**config.mk**
```make
export PLATFORM = sky130hd
export DESIGN_NAME = netpbm_header_parser_core_flat
export DESIGN_NICKNAME = d
export VERILOG_FILES = /design/src/nhp_pkg.sv /design/src/nhp_in_if.sv /design/src/nhp_out_if.sv /design/src/netpbm_header_parser_core.sv /design/src/nhp_datapath.sv /design/src/nhp_ctrl.sv /design/src/flat_wrapper.sv
export SDC_FILE = /design/constraint.sdc
export NUM_CORES = 2
export LEC_CHECK = 0
export ABC_CLOCK_PERIOD_IN_PS = 16100
export BUFFER_PORTS_ARGS = -buffer_cell sky130_fd_sc_hd__buf_4
export CAP_MARGIN = 5
export CORE_ASPECT_RATIO = 0.5
export CORE_MARGIN = 2
export CORE_UTILIZATION = 60
export DETAILED_ROUTE_END_ITERATION = 10
export MAX_ROUTING_LAYER = met4
export PLACE_DENSITY = 0.77
export SETUP_SLACK_MARGIN = 0.05
export SLEW_MARGIN = 10
export SYNTH_ARGS = -nofsm -noshare
export SYNTH_HDL_FRONTEND = slang
export SYNTH_SLANG_ARGS = --single-unit
```
**constraint.sdc**
```tcl
create_clock -name clk -period 16.1 [get_ports clk]
set_input_delay 3.22 -clock clk [delete_from_list [all_inputs] [get_ports clk]]
set_output_delay 3.22 -clock clk [all_outputs]
set_load 0.005 [all_outputs]
```
**src/nhp_pkg.sv**
```systemverilog
// ----------------------------------------------------------------------------
// nhp_pkg
// Shared types and constants of the netpbm header parser.
// ----------------------------------------------------------------------------
package nhp_pkg;

	localparam int NUMBER_BITS_DEF = 32;
	localparam int POS_W           = 32;
	localparam int PIX_W           = 64;
	localparam int BYTE_W          = 8;
	localparam int FIELD_W         = 32;
	localparam int STATUS_W        = 3;
	localparam int CHAN_W          = 2;
	localparam int MAXVAL_OK       = 255;

	localparam logic [BYTE_W-1:0] CH_P     = 8'h50;
	localparam logic [BYTE_W-1:0] CH_5     = 8'h35;
	localparam logic [BYTE_W-1:0] CH_6     = 8'h36;
	localparam logic [BYTE_W-1:0] CH_0     = 8'h30;
	localparam logic [BYTE_W-1:0] CH_9     = 8'h39;
	localparam logic [BYTE_W-1:0] CH_HASH  = 8'h23;
	localparam logic [BYTE_W-1:0] CH_LF    = 8'h0a;
	localparam logic [BYTE_W-1:0] CH_CR    = 8'h0d;
	localparam logic [BYTE_W-1:0] CH_TAB   = 8'h09;
	localparam logic [BYTE_W-1:0] CH_SPACE = 8'h20;

	localparam logic [CHAN_W-1:0] CHAN_GRAY = 2'd1;
	localparam logic [CHAN_W-1:0] CHAN_RGB  = 2'd3;

	typedef enum logic [STATUS_W-1:0] {
		STATUS_OK     = 3'd0,
		STATUS_MAGIC  = 3'd1,
		STATUS_NUMBER = 3'd2,
		STATUS_MAXVAL = 3'd3,
		STATUS_TRUNC  = 3'd4
	} status_t;

	typedef enum logic [2:0] {
		PH_MAGIC_P,
		PH_MAGIC_D,
		PH_GAP,
		PH_COMMENT,
		PH_NUMBER,
		PH_PIXELS,
		PH_ERROR
	} parse_phase_t;

	typedef enum logic [1:0] {
		SEQ_RUN,
		SEQ_MULT,
		SEQ_SCALE,
		SEQ_REPORT
	} seq_state_t;

	typedef enum logic [1:0] {
		NUM_WIDTH  = 2'd0,
		NUM_HEIGHT = 2'd1,
		NUM_MAXVAL = 2'd2
	} num_index_t;

	// commands from controller to datapath
	typedef struct packed {
		logic    acc_load;
		logic    acc_step;
		logic    set_chan;
		logic    store_width;
		logic    store_height;
		logic    count_pos;
		logic    count_pix;
		logic    mult;
		logic    scale;
		logic    load_out;
		logic    clear;
		status_t status;
	} nhp_cmd_t;

	// status from datapath to controller
	typedef struct packed {
		logic is_digit;
		logic is_space;
		logic is_hash;
		logic is_lf;
		logic is_p;
		logic is_magic_digit;
		logic acc_is_255;
		logic pix_enough;
		logic out_full;
	} nhp_stat_t;

endpackage

```
**src/nhp_in_if.sv**
```systemverilog
// ----------------------------------------------------------------------------
// nhp_in_if
// Input stream channel: one file byte per item with an end-of-file flag.
// ----------------------------------------------------------------------------
interface nhp_in_if;
	import nhp_pkg::*;

	logic              valid;
	logic              ready;
	logic [BYTE_W-1:0] file_byte;
	logic              last_byte;

	modport source (output valid, output file_byte, output last_byte, input ready);
	modport sink (input valid, input file_byte, input last_byte, output ready);

endinterface

```
**src/nhp_out_if.sv**
```systemverilog
// ----------------------------------------------------------------------------
// nhp_out_if
// Result stream channel: parse status, geometry and pixel offset.
// ----------------------------------------------------------------------------
interface nhp_out_if;
	import nhp_pkg::*;

	logic                valid;
	logic                ready;
	logic [STATUS_W-1:0] status;
	logic [FIELD_W-1:0]  image_width;
	logic [FIELD_W-1:0]  image_height;
	logic [CHAN_W-1:0]   channel_count;
	logic [FIELD_W-1:0]  pixel_offset;

	modport source (
		output valid, output status, output image_width, output image_height,
		output channel_count, output pixel_offset, input ready
	);
	modport sink (
		input valid, input status, input image_width, input image_height,
		input channel_count, input pixel_offset, output ready
	);

endinterface

```
**src/netpbm_header_parser_core.sv**
```systemverilog
// ----------------------------------------------------------------------------
// netpbm_header_parser_core
// Streaming header parser for binary PGM (P5) and PPM (P6) files.
//
// Feed the file one byte per item with last_byte set on the final byte. The
// core takes one byte per cycle while a file streams in. After the final byte
// it closes input while it forms width times height in one multiplier stage,
// the channel scaling in a second and then loads the result register, waiting
// for the load only while an earlier result still waits on the output. It then
// returns one item with status, width, height, channel count and the byte
// offset of the first pixel, and is ready for the next file.
// ----------------------------------------------------------------------------
module netpbm_header_parser_core #(
	parameter int NUMBER_BITS = nhp_pkg::NUMBER_BITS_DEF
) (
	input  logic       clk,
	input  logic       arst_n,
	nhp_in_if.sink     in_ch,
	nhp_out_if.source  out_ch
);
	import nhp_pkg::*;

	nhp_cmd_t  cmd;
	nhp_stat_t stat;

	nhp_ctrl u_ctrl (
		.clk       (clk),
		.arst_n    (arst_n),
		.in_valid  (in_ch.valid),
		.in_last   (in_ch.last_byte),
		.in_ready  (in_ch.ready),
		.out_ready (out_ch.ready),
		.stat      (stat),
		.cmd       (cmd)
	);

	nhp_datapath #(
		.NUMBER_BITS (NUMBER_BITS)
	) u_datapath (
		.clk           (clk),
		.arst_n        (arst_n),
		.file_byte     (in_ch.file_byte),
		.cmd           (cmd),
		.stat          (stat),
		.out_ready     (out_ch.ready),
		.out_valid     (out_ch.valid),
		.status        (out_ch.status),
		.image_width   (out_ch.image_width),
		.image_height  (out_ch.image_height),
		.channel_count (out_ch.channel_count),
		.pixel_offset  (out_ch.pixel_offset)
	);

`ifndef SYNTHESIS
	// input closes right after the final byte
	a_close_after_last: assert property (@(posedge clk) disable iff (!arst_n)
		(in_ch.valid && in_ch.ready && in_ch.last_byte) |=> !in_ch.ready)
		else $error("input still open after final byte");

	// a fresh result follows its final byte through the multiply, scale and report states
	a_result_timing: assert property (@(posedge clk) disable iff (!arst_n)
		$rose(out_ch.valid) |-> $past(in_ch.valid && in_ch.ready && in_ch.last_byte, 4))
		else $error("result without matching final byte");

	// failed files report no geometry
	a_error_zeroes: assert property (@(posedge clk) disable iff (!arst_n)
		(out_ch.valid && (out_ch.status != STATUS_OK)) |->
		(out_ch.image_width == '0 && out_ch.image_height == '0 &&
		 out_ch.pixel_offset == '0))
		else $error("geometry reported with error status");
`endif

endmodule

```
**src/nhp_datapath.sv**
```systemverilog
// ----------------------------------------------------------------------------
// nhp_datapath
// Byte classification, number accumulator, geometry and counters, pixel
// size check and the result register.
// ----------------------------------------------------------------------------
module nhp_datapath #(
	parameter int NUMBER_BITS = nhp_pkg::NUMBER_BITS_DEF
) (
	input  logic                             clk,
	input  logic                             arst_n,
	input  logic [nhp_pkg::BYTE_W-1:0]       file_byte,
	input  nhp_pkg::nhp_cmd_t                cmd,
	output nhp_pkg::nhp_stat_t               stat,
	input  logic                             out_ready,
	output logic                             out_valid,
	output logic [nhp_pkg::STATUS_W-1:0]     status,
	output logic [nhp_pkg::FIELD_W-1:0]      image_width,
	output logic [nhp_pkg::FIELD_W-1:0]      image_height,
	output logic [nhp_pkg::CHAN_W-1:0]       channel_count,
	output logic [nhp_pkg::FIELD_W-1:0]      pixel_offset
);
	import nhp_pkg::*;

	localparam int PROD_W = 2 * NUMBER_BITS;
	localparam int NEED_W = PROD_W + 2;
	localparam int CMP_W  = (NEED_W > PIX_W) ? NEED_W : PIX_W;

	logic [NUMBER_BITS-1:0] acc_q;
	logic [NUMBER_BITS-1:0] width_q;
	logic [NUMBER_BITS-1:0] height_q;
	logic                   three_q;
	logic [POS_W-1:0]       pos_q;
	logic [PIX_W-1:0]       pix_q;
	logic [PROD_W-1:0]      wh_s1;
	logic [NEED_W-1:0]      need_s2;

	logic [NUMBER_BITS-1:0] digit_val;
	logic [NUMBER_BITS-1:0] acc_next;
	logic [PROD_W-1:0]      wh_prod;
	logic [BYTE_W-1:0]      digit_raw;

	status_t            status_q;
	logic [FIELD_W-1:0] width_out_q;
	logic [FIELD_W-1:0] height_out_q;
	logic [CHAN_W-1:0]  chan_out_q;
	logic [FIELD_W-1:0] offset_out_q;
	logic               out_valid_q;

	// byte classes
	always_comb begin
		stat.is_digit       = file_byte inside {[CH_0:CH_9]};
		stat.is_space       = file_byte inside {CH_SPACE, CH_TAB, CH_LF, CH_CR};
		stat.is_hash        = (file_byte == CH_HASH);
		stat.is_lf          = (file_byte == CH_LF);
		stat.is_p           = (file_byte == CH_P);
		stat.is_magic_digit = file_byte inside {CH_5, CH_6};
		stat.acc_is_255     = (acc_q == NUMBER_BITS'(MAXVAL_OK));
		stat.pix_enough     = CMP_W'(pix_q) >= CMP_W'(need_s2);
		stat.out_full       = out_valid_q;
	end

	assign digit_raw = file_byte - CH_0;
	assign digit_val = NUMBER_BITS'(digit_raw[3:0]);
	// times ten as two shifts, wrapping at the accumulator width
	assign acc_next  = (acc_q << 3) + (acc_q << 1) + digit_val;
	assign wh_prod   = width_q * height_q;

	always_ff @(posedge clk or negedge arst_n) begin
		if (!arst_n) begin
			acc_q    <= '0;
			width_q  <= '0;
			height_q <= '0;
			three_q  <= 1'b0;
			pos_q    <= '0;
			pix_q    <= '0;
		end else if (cmd.clear) begin
			acc_q    <= '0;
			width_q  <= '0;
			height_q <= '0;
			three_q  <= 1'b0;
			pos_q    <= '0;
			pix_q    <= '0;
		end else begin
			if (cmd.acc_load) begin
				acc_q <= digit_val;
			end else if (cmd.acc_step) begin
				acc_q <= acc_next;
			end
			if (cmd.store_width) begin
				width_q <= acc_q;
			end
			if (cmd.store_height) begin
				height_q <= acc_q;
			end
			if (cmd.set_chan) begin
				three_q <= (file_byte == CH_6);
			end
			if (cmd.count_pos && (pos_q != '1)) begin
				pos_q <= pos_q + 1'b1;
			end
			if (cmd.count_pix && (pix_q != '1)) begin
				pix_q <= pix_q + 1'b1;
			end
		end
	end

	// pixel byte requirement, two steps after the final byte
	always_ff @(posedge clk) begin
		if (cmd.mult) begin
			wh_s1 <= wh_prod;
		end
		if (cmd.scale) begin
			if (three_q) begin
				need_s2 <= {2'b00, wh_s1} + {1'b0, wh_s1, 1'b0};
			end else begin
				need_s2 <= {2'b00, wh_s1};
			end
		end
	end

	always_ff @(posedge clk or negedge arst_n) begin
		if (!arst_n) begin
			out_valid_q <= 1'b0;
		end else if (cmd.load_out) begin
			out_valid_q <= 1'b1;
		end else if (out_ready) begin
			out_valid_q <= 1'b0;
		end
	end

	always_ff @(posedge clk) begin
		if (cmd.load_out) begin
			status_q   <= cmd.status;
			chan_out_q <= three_q ? CHAN_RGB : CHAN_GRAY;
			if (cmd.status == STATUS_OK) begin
				width_out_q  <= FIELD_W'(width_q);
				height_out_q <= FIELD_W'(height_q);
				offset_out_q <= FIELD_W'(pos_q);
			end else begin
				width_out_q  <= '0;
				height_out_q <= '0;
				offset_out_q <= '0;
			end
		end
	end

	assign out_valid     = out_valid_q;
	assign status        = status_q;
	assign image_width   = width_out_q;
	assign image_height  = height_out_q;
	assign channel_count = chan_out_q;
	assign pixel_offset  = offset_out_q;

endmodule

```
**src/nhp_ctrl.sv**
```systemverilog
// ----------------------------------------------------------------------------
// nhp_ctrl
// Header parse state machine and end-of-file report sequencer.
// ----------------------------------------------------------------------------
module nhp_ctrl (
	input  logic               clk,
	input  logic               arst_n,
	input  logic               in_valid,
	input  logic               in_last,
	output logic               in_ready,
	input  logic               out_ready,
	input  nhp_pkg::nhp_stat_t stat,
	output nhp_pkg::nhp_cmd_t  cmd
);
	import nhp_pkg::*;

	parse_phase_t phase_q, phase_d;
	seq_state_t   seq_q, seq_d;
	num_index_t   idx_q, idx_d;
	status_t      err_q, err_d;
	logic         accept;
	logic         report_go;
	status_t      final_status;

	assign accept    = in_valid && (seq_q == SEQ_RUN);
	assign report_go = (seq_q == SEQ_REPORT) && (!stat.out_full || out_ready);

	always_ff @(posedge clk or negedge arst_n) begin
		if (!arst_n) begin
			phase_q <= PH_MAGIC_P;
			seq_q   <= SEQ_RUN;
			idx_q   <= NUM_WIDTH;
			err_q   <= STATUS_OK;
		end else begin
			phase_q <= phase_d;
			seq_q   <= seq_d;
			idx_q   <= idx_d;
			err_q   <= err_d;
		end
	end

	// status of a file whose last byte has been taken
	always_comb begin
		case (phase_q)
			PH_ERROR:                final_status = err_q;
			PH_MAGIC_P, PH_MAGIC_D:  final_status = STATUS_MAGIC;
			PH_GAP, PH_COMMENT:      final_status = STATUS_NUMBER;
			PH_NUMBER: begin
				if (idx_q != NUM_MAXVAL) begin
					final_status = STATUS_NUMBER;
				end else if (stat.acc_is_255) begin
					final_status = STATUS_TRUNC;
				end else begin
					final_status = STATUS_MAXVAL;
				end
			end
			PH_PIXELS: final_status = stat.pix_enough ? STATUS_OK : STATUS_TRUNC;
			default:   final_status = STATUS_NUMBER;
		endcase
	end

	// next state
	always_comb begin
		phase_d = phase_q;
		seq_d   = seq_q;
		idx_d   = idx_q;
		err_d   = err_q;
		case (seq_q)
			SEQ_RUN: begin
				if (accept) begin
					case (phase_q)
						PH_MAGIC_P: begin
							if (stat.is_p) begin
								phase_d = PH_MAGIC_D;
							end else begin
								phase_d = PH_ERROR;
								err_d   = STATUS_MAGIC;
							end
						end
						PH_MAGIC_D: begin
							if (stat.is_magic_digit) begin
								phase_d = PH_GAP;
							end else begin
								phase_d = PH_ERROR;
								err_d   = STATUS_MAGIC;
							end
						end
						PH_GAP: begin
							if (stat.is_hash) begin
								phase_d = PH_COMMENT;
							end else if (stat.is_digit) begin
								phase_d = PH_NUMBER;
							end else if (!stat.is_space) begin
								phase_d = PH_ERROR;
								err_d   = STATUS_NUMBER;
							end
						end
						PH_COMMENT: begin
							if (stat.is_lf) begin
								phase_d = PH_GAP;
							end
						end
						PH_NUMBER: begin
							if (!stat.is_digit) begin
								if (idx_q != NUM_MAXVAL) begin
									// terminator goes through the gap rules
									idx_d = (idx_q == NUM_WIDTH) ? NUM_HEIGHT : NUM_MAXVAL;
									if (stat.is_hash) begin
										phase_d = PH_COMMENT;
									end else if (stat.is_space) begin
										phase_d = PH_GAP;
									end else begin
										phase_d = PH_ERROR;
										err_d   = STATUS_NUMBER;
									end
								end else if (!stat.acc_is_255) begin
									phase_d = PH_ERROR;
									err_d   = STATUS_MAXVAL;
								end else begin
									phase_d = PH_PIXELS;
								end
							end
						end
						default: begin
						end
					endcase
					if (in_last) begin
						seq_d = SEQ_MULT;
					end
				end
			end
			SEQ_MULT:  seq_d = SEQ_SCALE;
			SEQ_SCALE: seq_d = SEQ_REPORT;
			SEQ_REPORT: begin
				if (report_go) begin
					seq_d   = SEQ_RUN;
					phase_d = PH_MAGIC_P;
					idx_d   = NUM_WIDTH;
					err_d   = STATUS_OK;
				end
			end
			default: seq_d = SEQ_RUN;
		endcase
	end

	// outputs
	always_comb begin
		cmd        = '0;
		cmd.status = final_status;
		in_ready   = (seq_q == SEQ_RUN);
		case (seq_q)
			SEQ_RUN: begin
				if (accept) begin
					cmd.count_pos = (phase_q != PH_PIXELS) && (phase_q != PH_ERROR);
					case (phase_q)
						PH_MAGIC_D: cmd.set_chan = stat.is_magic_digit;
						PH_GAP:     cmd.acc_load = stat.is_digit;
						PH_NUMBER: begin
							cmd.acc_step     = stat.is_digit;
							cmd.store_width  = !stat.is_digit && (idx_q == NUM_WIDTH);
							cmd.store_height = !stat.is_digit && (idx_q == NUM_HEIGHT);
						end
						PH_PIXELS:  cmd.count_pix = 1'b1;
						default: begin
						end
					endcase
				end
			end
			SEQ_MULT:  cmd.mult = 1'b1;
			SEQ_SCALE: cmd.scale = 1'b1;
			SEQ_REPORT: begin
				cmd.load_out = report_go;
				cmd.clear    = report_go;
			end
			default: begin
			end
		endcase
	end

endmodule
```
**src/flat_wrapper.sv**
```systemverilog
// flat-port wrapper written by rule: the top's interface ports become plain ports
module netpbm_header_parser_core_flat import nhp_pkg::*;
#(
	parameter int NUMBER_BITS = nhp_pkg::NUMBER_BITS_DEF
)
  (clk, arst_n, in_ch_valid, in_ch_file_byte, in_ch_last_byte, in_ch_ready, out_ch_valid, out_ch_status, out_ch_image_width, out_ch_image_height, out_ch_channel_count, out_ch_pixel_offset, out_ch_ready);
  nhp_in_if in_ch_i ();
  nhp_out_if out_ch_i ();
  input  logic clk;
  input  logic arst_n;
  input wire logic [$bits(in_ch_i.valid)-1:0] in_ch_valid;
  input wire logic [$bits(in_ch_i.file_byte)-1:0] in_ch_file_byte;
  input wire logic [$bits(in_ch_i.last_byte)-1:0] in_ch_last_byte;
  output wire logic [$bits(in_ch_i.ready)-1:0] in_ch_ready;
  output wire logic [$bits(out_ch_i.valid)-1:0] out_ch_valid;
  output wire logic [$bits(out_ch_i.status)-1:0] out_ch_status;
  output wire logic [$bits(out_ch_i.image_width)-1:0] out_ch_image_width;
  output wire logic [$bits(out_ch_i.image_height)-1:0] out_ch_image_height;
  output wire logic [$bits(out_ch_i.channel_count)-1:0] out_ch_channel_count;
  output wire logic [$bits(out_ch_i.pixel_offset)-1:0] out_ch_pixel_offset;
  input wire logic [$bits(out_ch_i.ready)-1:0] out_ch_ready;
  assign in_ch_i.valid = in_ch_valid;
  assign in_ch_i.file_byte = in_ch_file_byte;
  assign in_ch_i.last_byte = in_ch_last_byte;
  assign in_ch_ready = in_ch_i.ready;
  assign out_ch_valid = out_ch_i.valid;
  assign out_ch_status = out_ch_i.status;
  assign out_ch_image_width = out_ch_i.image_width;
  assign out_ch_image_height = out_ch_i.image_height;
  assign out_ch_channel_count = out_ch_i.channel_count;
  assign out_ch_pixel_offset = out_ch_i.pixel_offset;
  assign out_ch_i.ready = out_ch_ready;
  netpbm_header_parser_core #(.NUMBER_BITS(NUMBER_BITS)) u_core (.clk(clk), .arst_n(arst_n), .in_ch(in_ch_i), .out_ch(out_ch_i));
endmodule
```
**Word level (Yosys, flattened, before mapping)**

Index checks and enable logic that the tools add are counted.

- Word-level logic and storage cells: 168
- Bits in registers: 435

- Reduce and logical (&&, ||, !) cells: 30
- Multiplexer cells: 68
- Equal/unequal tests: 41
- Add/sub/neg operators: 6
- Magnitude comparators: 3
- $mul: 1

Operators by type and width:

| kind | number |
|---|---|
| two-way mux 32 bit | 9 |
| two-way mux 64 bit | 3 |
| two-way mux 3 bit | 25 |
| adder 64 x 65 -> 66 bit | 1 |
| greater-or-equal comparator 64 x 66 -> 1 bit | 1 |
| adder 64 x 1 -> 64 bit, second input constant | 1 |
| multiplier 32 x 32 -> 64 bit | 1 |
| inequality test 64 bit, second input constant | 1 |
| adder 32 x 1 -> 32 bit, second input constant | 1 |
| adder 32 bit | 1 |
| adder 32 x 4 -> 32 bit | 1 |
| equality test 32 x 8 -> 1 bit, second input constant | 1 |
| equality test 8 x 6 -> 1 bit, second input constant | 4 |
| inequality test 32 bit, second input constant | 1 |
| equality test 8 x 4 -> 1 bit, second input constant | 3 |
| two-way mux 2 bit | 12 |
| case mux 3 bit (4 select lines) | 2 |
| inequality test 3 bit, second input constant | 7 |
| nonzero test 2 bit | 8 |
| case mux 3 bit (5 select lines) | 1 |
| two-way mux 7 bit | 2 |
| case mux 3 bit (2 select lines) | 2 |
| AND reduction 11 bit | 1 |
| two-way mux 1 bit | 10 |
| 29 further kinds | 50 |

**Longest topological paths before layout**

- Depth after elaboration: 10
- Depth in mapped cells: 28
- Depth with buffers taken out: 26

**Modules after synthesis**

Synthesis repeated with hierarchy kept, for this count alone.

- Cell total of the unflattened synthesis: 5995
- Area, all modules: 57868.0 sq um

Modules (own cells, without submodules):

| module | sequential area each (sq um) | cells an instance | instances | area each (sq um) |
|---|---|---|---|---|
| nhp_datapath | 11761.3 | 5873 | 1 | 56884.6 |
| nhp_ctrl | 250.2 | 122 | 1 | 983.4 |

**Worst setup path after synthesis**

OpenSTA, ideal clock, no wires.

- Kind: register to register
- Start point: register u_core.u_datapath.width_q[25]
- End point: register u_core.u_datapath.wh_s1[59] (data pin)
- Period minus slack after synthesis: 7257 ps
- Stages on the path, launching flop included: 27
- Data required time: 15835 ps
- Arrival time: 6992 ps
- Setup time: 265 ps
- Setup slack: 8843 ps
- Path through: dfrtp_1 clkbuf_1 and2_1 fa_1 fa_1 inv_1 fa_1 fa_1 inv_1 fa_1 fa_1 fa_1 inv_1 fa_1 inv_1 ha_1 clkbuf_1 a21oi_1 o21ai_0 a211oi_1 nand4_1 o211ai_1 nand2_1 a31oi_1 o21a_1 o21ai_0 xor2_1

- Longest elaborated chain between the ends: 1

RTL lines:

| item | RTL line | source |
|---|---|---|
| start: declaration | nhp_datapath.sv:29 | `logic [NUMBER_BITS-1:0] width_q;` |
| start signal: assignment | nhp_datapath.sv:90 | `width_q <= acc_q;` |
| multiplier 32 x 32 -> 64 bit | nhp_datapath.sv:66 | `assign wh_prod = width_q * height_q;` |
| net u_core.u_datapath.wh_prod[59] | nhp_datapath.sv:39 | `logic [PROD_W-1:0] wh_prod;` |
| end signal: assignment | nhp_datapath.sv:110 | `wh_s1 <= wh_prod;` |
| end: declaration | nhp_datapath.sv:34 | `logic [PROD_W-1:0] wh_s1;` |

The timed path passes the listed nets, and every way through them passes these cells.
A chain may end at the register's enable or synchronous reset.

**Final worst setup path**

Same ends and word-level chain as after synthesis.

==> flow_metrics.tcl <==
set metrics [dict create \
    avgViaCountPerCell 6.00 \
    num_rows 80 \
    num_vias 44400 \
    clk_latency_ns 0.66 \
    power_mw 4.50 \
    slew_headroom 0.141 \
    first_pass_iters 6 \
    clockRootBuffer "clkbuf_16" \
    path_clk_slew_ns 0.09 \
    antenna_found_initial 7 \
    synth_edf_count 230 \
    cts_setup_buffers 0 \
    timing.max_cap.violations 0 \
    die_x_um 445 \
    fin_nets 7441 \
    critPathLaunchType "flip-flop" \
    status "completed" \
    finalSetupViolCount 0 \
    worstHoldPathCells 2 \
    internal_power_mw 2.77 \
    die_h_um 224 \
    synth_top_area_frac 0.309 \
    powerDensity_nw_per_um2 72.9 \
    fin_crit_sh 0.533 \
    hp-start "u_core.u_datapath.height_q[6]$_DFFE_PN0P_" \
    ys_ff_latch 434 \
    syn2layout_area_growth_pct 5.94 \
    final-hold-violation-count 0 \
    yosysWarnings 0 \
    async_reset_ff_frac 0.470 \
    gp_congestion 1.02 \
    drt-total-wl_um 170000 \
    busiest_layer "met2" \
    hp-class "reg -> reg" \
    drive_above_1_share 0.0573 \
    start_util 0.608 \
    endpoint_kind "flip-flop" \
    netlist_area_um2 58200 \
    period_needed_ns 8.58 \
    path_max_fanout 19 \
    pwr-share-seq 0.358 \
    p_switching_mw 1.73 \
    dieArea_um2 99700 \
    io_pins 116 \
    globalRouteMet2Util 0.521 \
    cts_tree "built" \
    use_met3 0.102 \
    seq_area_frac_synth 0.206 \
    use_met1 0.487 \
    synth_cell_types 92 \
    synth_area_leaders "fa_1, edfxtp_1, ha_1" \
    synth_cells 6159 \
    synth_top_area_cell "fa_1" \
    grt_pass1_vias 46300 \
    cts.sink_count 434 \
    cts_inserted_buffers 45 \
    fin_worst_skew_ns 0.0418 \
    ant_nets 0 \
    crit_required_ns 16.49 \
    wl_per_cell_um 23.0 \
    worst-setup-path-type "reg -> reg" \
    tns_ns 0 \
    hold_slack_ns 0.528 \
    hold_end "u_core.u_datapath.height_q[6]$_DFFE_PN0P_" \
    finalMaxSlewViolations 0 \
    swShare 0.384 \
    hpwl_um 125000 \
    tightest_slew_ns 1.29 \
    grt_start_max_net_pins 106 \
    port_buffers 114 \
    drc 0 \
    postSynthAreaPerCell_um2 9.46 \
    cts_max_level 2 \
    clock.fmax_ghz 0.117 \
    synth.top_cells.by_count "inv_1, fa_1, nand2_1" \
    reg2reg_depth 23 \
    critPathArrivalTime_ns 8.97 \
    combPwrFrac 0.378 \
    grt_pass1_wl_um 266000 \
    grt_setup_unrepaired "no" \
    p_leak_nw 30.2 \
    globalRouteOverflowTotal 0 \
    drtIter0Drc 4303 \
    grt_usage 0.359 \
    rrSetupSlack_ns 7.52 \
    synth.most_common_cell "inv_1" \
    synth_nets 7527 \
    worst_ir_drop_vdd_uv 109 \
    core-area_um2 95800 \
    clock_path_buffers 3 \
    clockPowerShare 0.264 \
    ctsResizeCount 0 \
    synth_ff_type "edfxtp_1" \
    reg2reg_to "u_core.u_datapath.wh_s1[59]$_DFFE_PN_" \
    holdBufCountCts 0 \
    r2r-start "u_core.u_datapath.width_q[25]$_DFFE_PN0P_" \
]
-- logic make-up after synthesis --
family                     after synthesis  synth area share
other                                    1         0.0000644
DFF                                    434             0.206
adders and majority gates             1355             0.407
AOI/OAI and AO/OA                      750            0.0798
xor gates and xnor gates               227            0.0341
and+or+nand+nor                       2033             0.178
buffers and inverters                 1304            0.0843
muxes                                   55            0.0105
-- layer usage --
metal,vias up,part of all wire
met3,481,0.12
met5,-,0
met2,2258,0.43
met4,0,0.038
met1,22400,0.41
li1,19300,-
-- sequential cells by signal, indices dropped and copies added (netlist names), 2 cells and up --
name                            cells
u_core.u_datapath.need_s2          66
u_core.u_datapath.pix_q            64
u_core.u_datapath.wh_s1            64
u_core.u_datapath.acc_q            32
u_core.u_datapath.height_q         32
u_core.u_datapath.image_height     32
u_core.u_datapath.image_width      32
u_core.u_datapath.pixel_offset     32
u_core.u_datapath.pos_q            32
u_core.u_datapath.width_q          32
u_core.u_ctrl.err_q                 3
u_core.u_ctrl.phase_q               3
u_core.u_datapath.status            3
u_core.u_ctrl.idx_q                 2
u_core.u_ctrl.seq_q                 2
-- layout make-up --
cell class | instances | area [µm²]
clock buffer | 56 | 1230
fill | 7672 | 34100
clock inverter | 28 | 385
antenna | 8 | 20.0
multi-input combinational | 4421 | 41400
sequential | 434 | 12000
timing repair buffer | 182 | 1370
tap | 1271 | 1590
inverter | 989 | 3720
-- worst max path at each step --
stage	startpoint	end	slack (ns)	cells past startpoint
after global placement	u_core.u_datapath.width_q[25]$_DFFE_PN0P_	u_core.u_datapath.wh_s1[59]$_DFFE_PN_	7.80	23
after detailed placement	u_core.u_datapath.height_q[4]$_DFFE_PN0P_	u_core.u_datapath.wh_s1[62]$_DFFE_PN_	7.70	24
final	u_core.u_datapath.width_q[25]$_DFFE_PN0P_	u_core.u_datapath.wh_s1[59]$_DFFE_PN_	7.52	23
after global routing	u_core.u_datapath.width_q[27]$_DFFE_PN0P_	u_core.u_datapath.wh_s1[62]$_DFFE_PN_	7.27	21
after CTS	u_core.u_datapath.height_q[4]$_DFFE_PN0P_	u_core.u_datapath.wh_s1[62]$_DFFE_PN_	7.68	24
after floorplan	u_core.u_datapath.width_q[25]$_DFFE_PN0P_	u_core.u_datapath.wh_s1[59]$_DFFE_PN_	8.84	26
-- through the flow --
stage	instances	area (µm²)	worst slack, ns	utilization
floorplan	6159	58200	8.84	-
global placement	7297	60100	7.80	0.627
detailed placement	7297	60100	7.70	0.627
CTS	7381	61700	7.68	0.644
global route	7386	61700	7.27	0.644
finish	7389	61700	7.52	0.644
-- layout by cell type (no fill, tap or decap), types with 25 or more instances in the layout --
| cell type | instances |
|---|---|
| inv_1 | 987 |
| fa_1 | 899 |
| nand2_1 | 759 |
| and2_1 | 698 |
| ha_1 | 454 |
| a21oi_1 | 285 |
| edfxtp_1 | 230 |
| nor2_1 | 201 |
| dfrtp_1 | 197 |
| buf_4 | 181 |
| o21ai_0 | 125 |
| a21o_1 | 125 |
| xnor2_1 | 115 |
| xor2_1 | 112 |
| nand4_1 | 77 |
| nand3_1 | 72 |
| mux2_2 | 50 |
| clkbuf_16 | 47 |
| o21bai_1 | 41 |
| and3_1 | 31 |
| or3_1 | 30 |
| nor3_1 | 27 |
| nand2b_1 | 25 |
-- power groups by stage --
stage | Clock, mW | Sequential [mW] | Combinational [mW]
final | 1.19 | 1.61 | 1.70
after floorplan | 0 | 1.58 | 1.18
after global placement | 0 | 1.62 | 1.65
after CTS | 1.21 | 1.61 | 1.68
after detailed placement | 0 | 1.63 | 1.67
after global routing | 1.25 | 1.63 | 1.87
-- worst max-delay path, stage by stage, from the launching register on --
cell and delay, ns:
dfrtp_1 1.03, buf_4 0.43, and2_1 0.21, fa_1 0.44, fa_1 0.52, inv_1 0.05
fa_1 0.47, fa_1 0.53, inv_1 0.06, fa_1 0.55, fa_1 0.43, fa_1 0.69
ha_1 0.35, ha_1 0.43, a21o_1 0.20, a21o_1 0.18, a21oi_1 0.24, o21ai_0 0.17
a311oi_1 0.28, nand2_1 0.13, a31oi_1 0.37, o21a_1 0.25, o21ai_0 0.12, xor2_1 0.15
(Power assumes the default switching activity.)
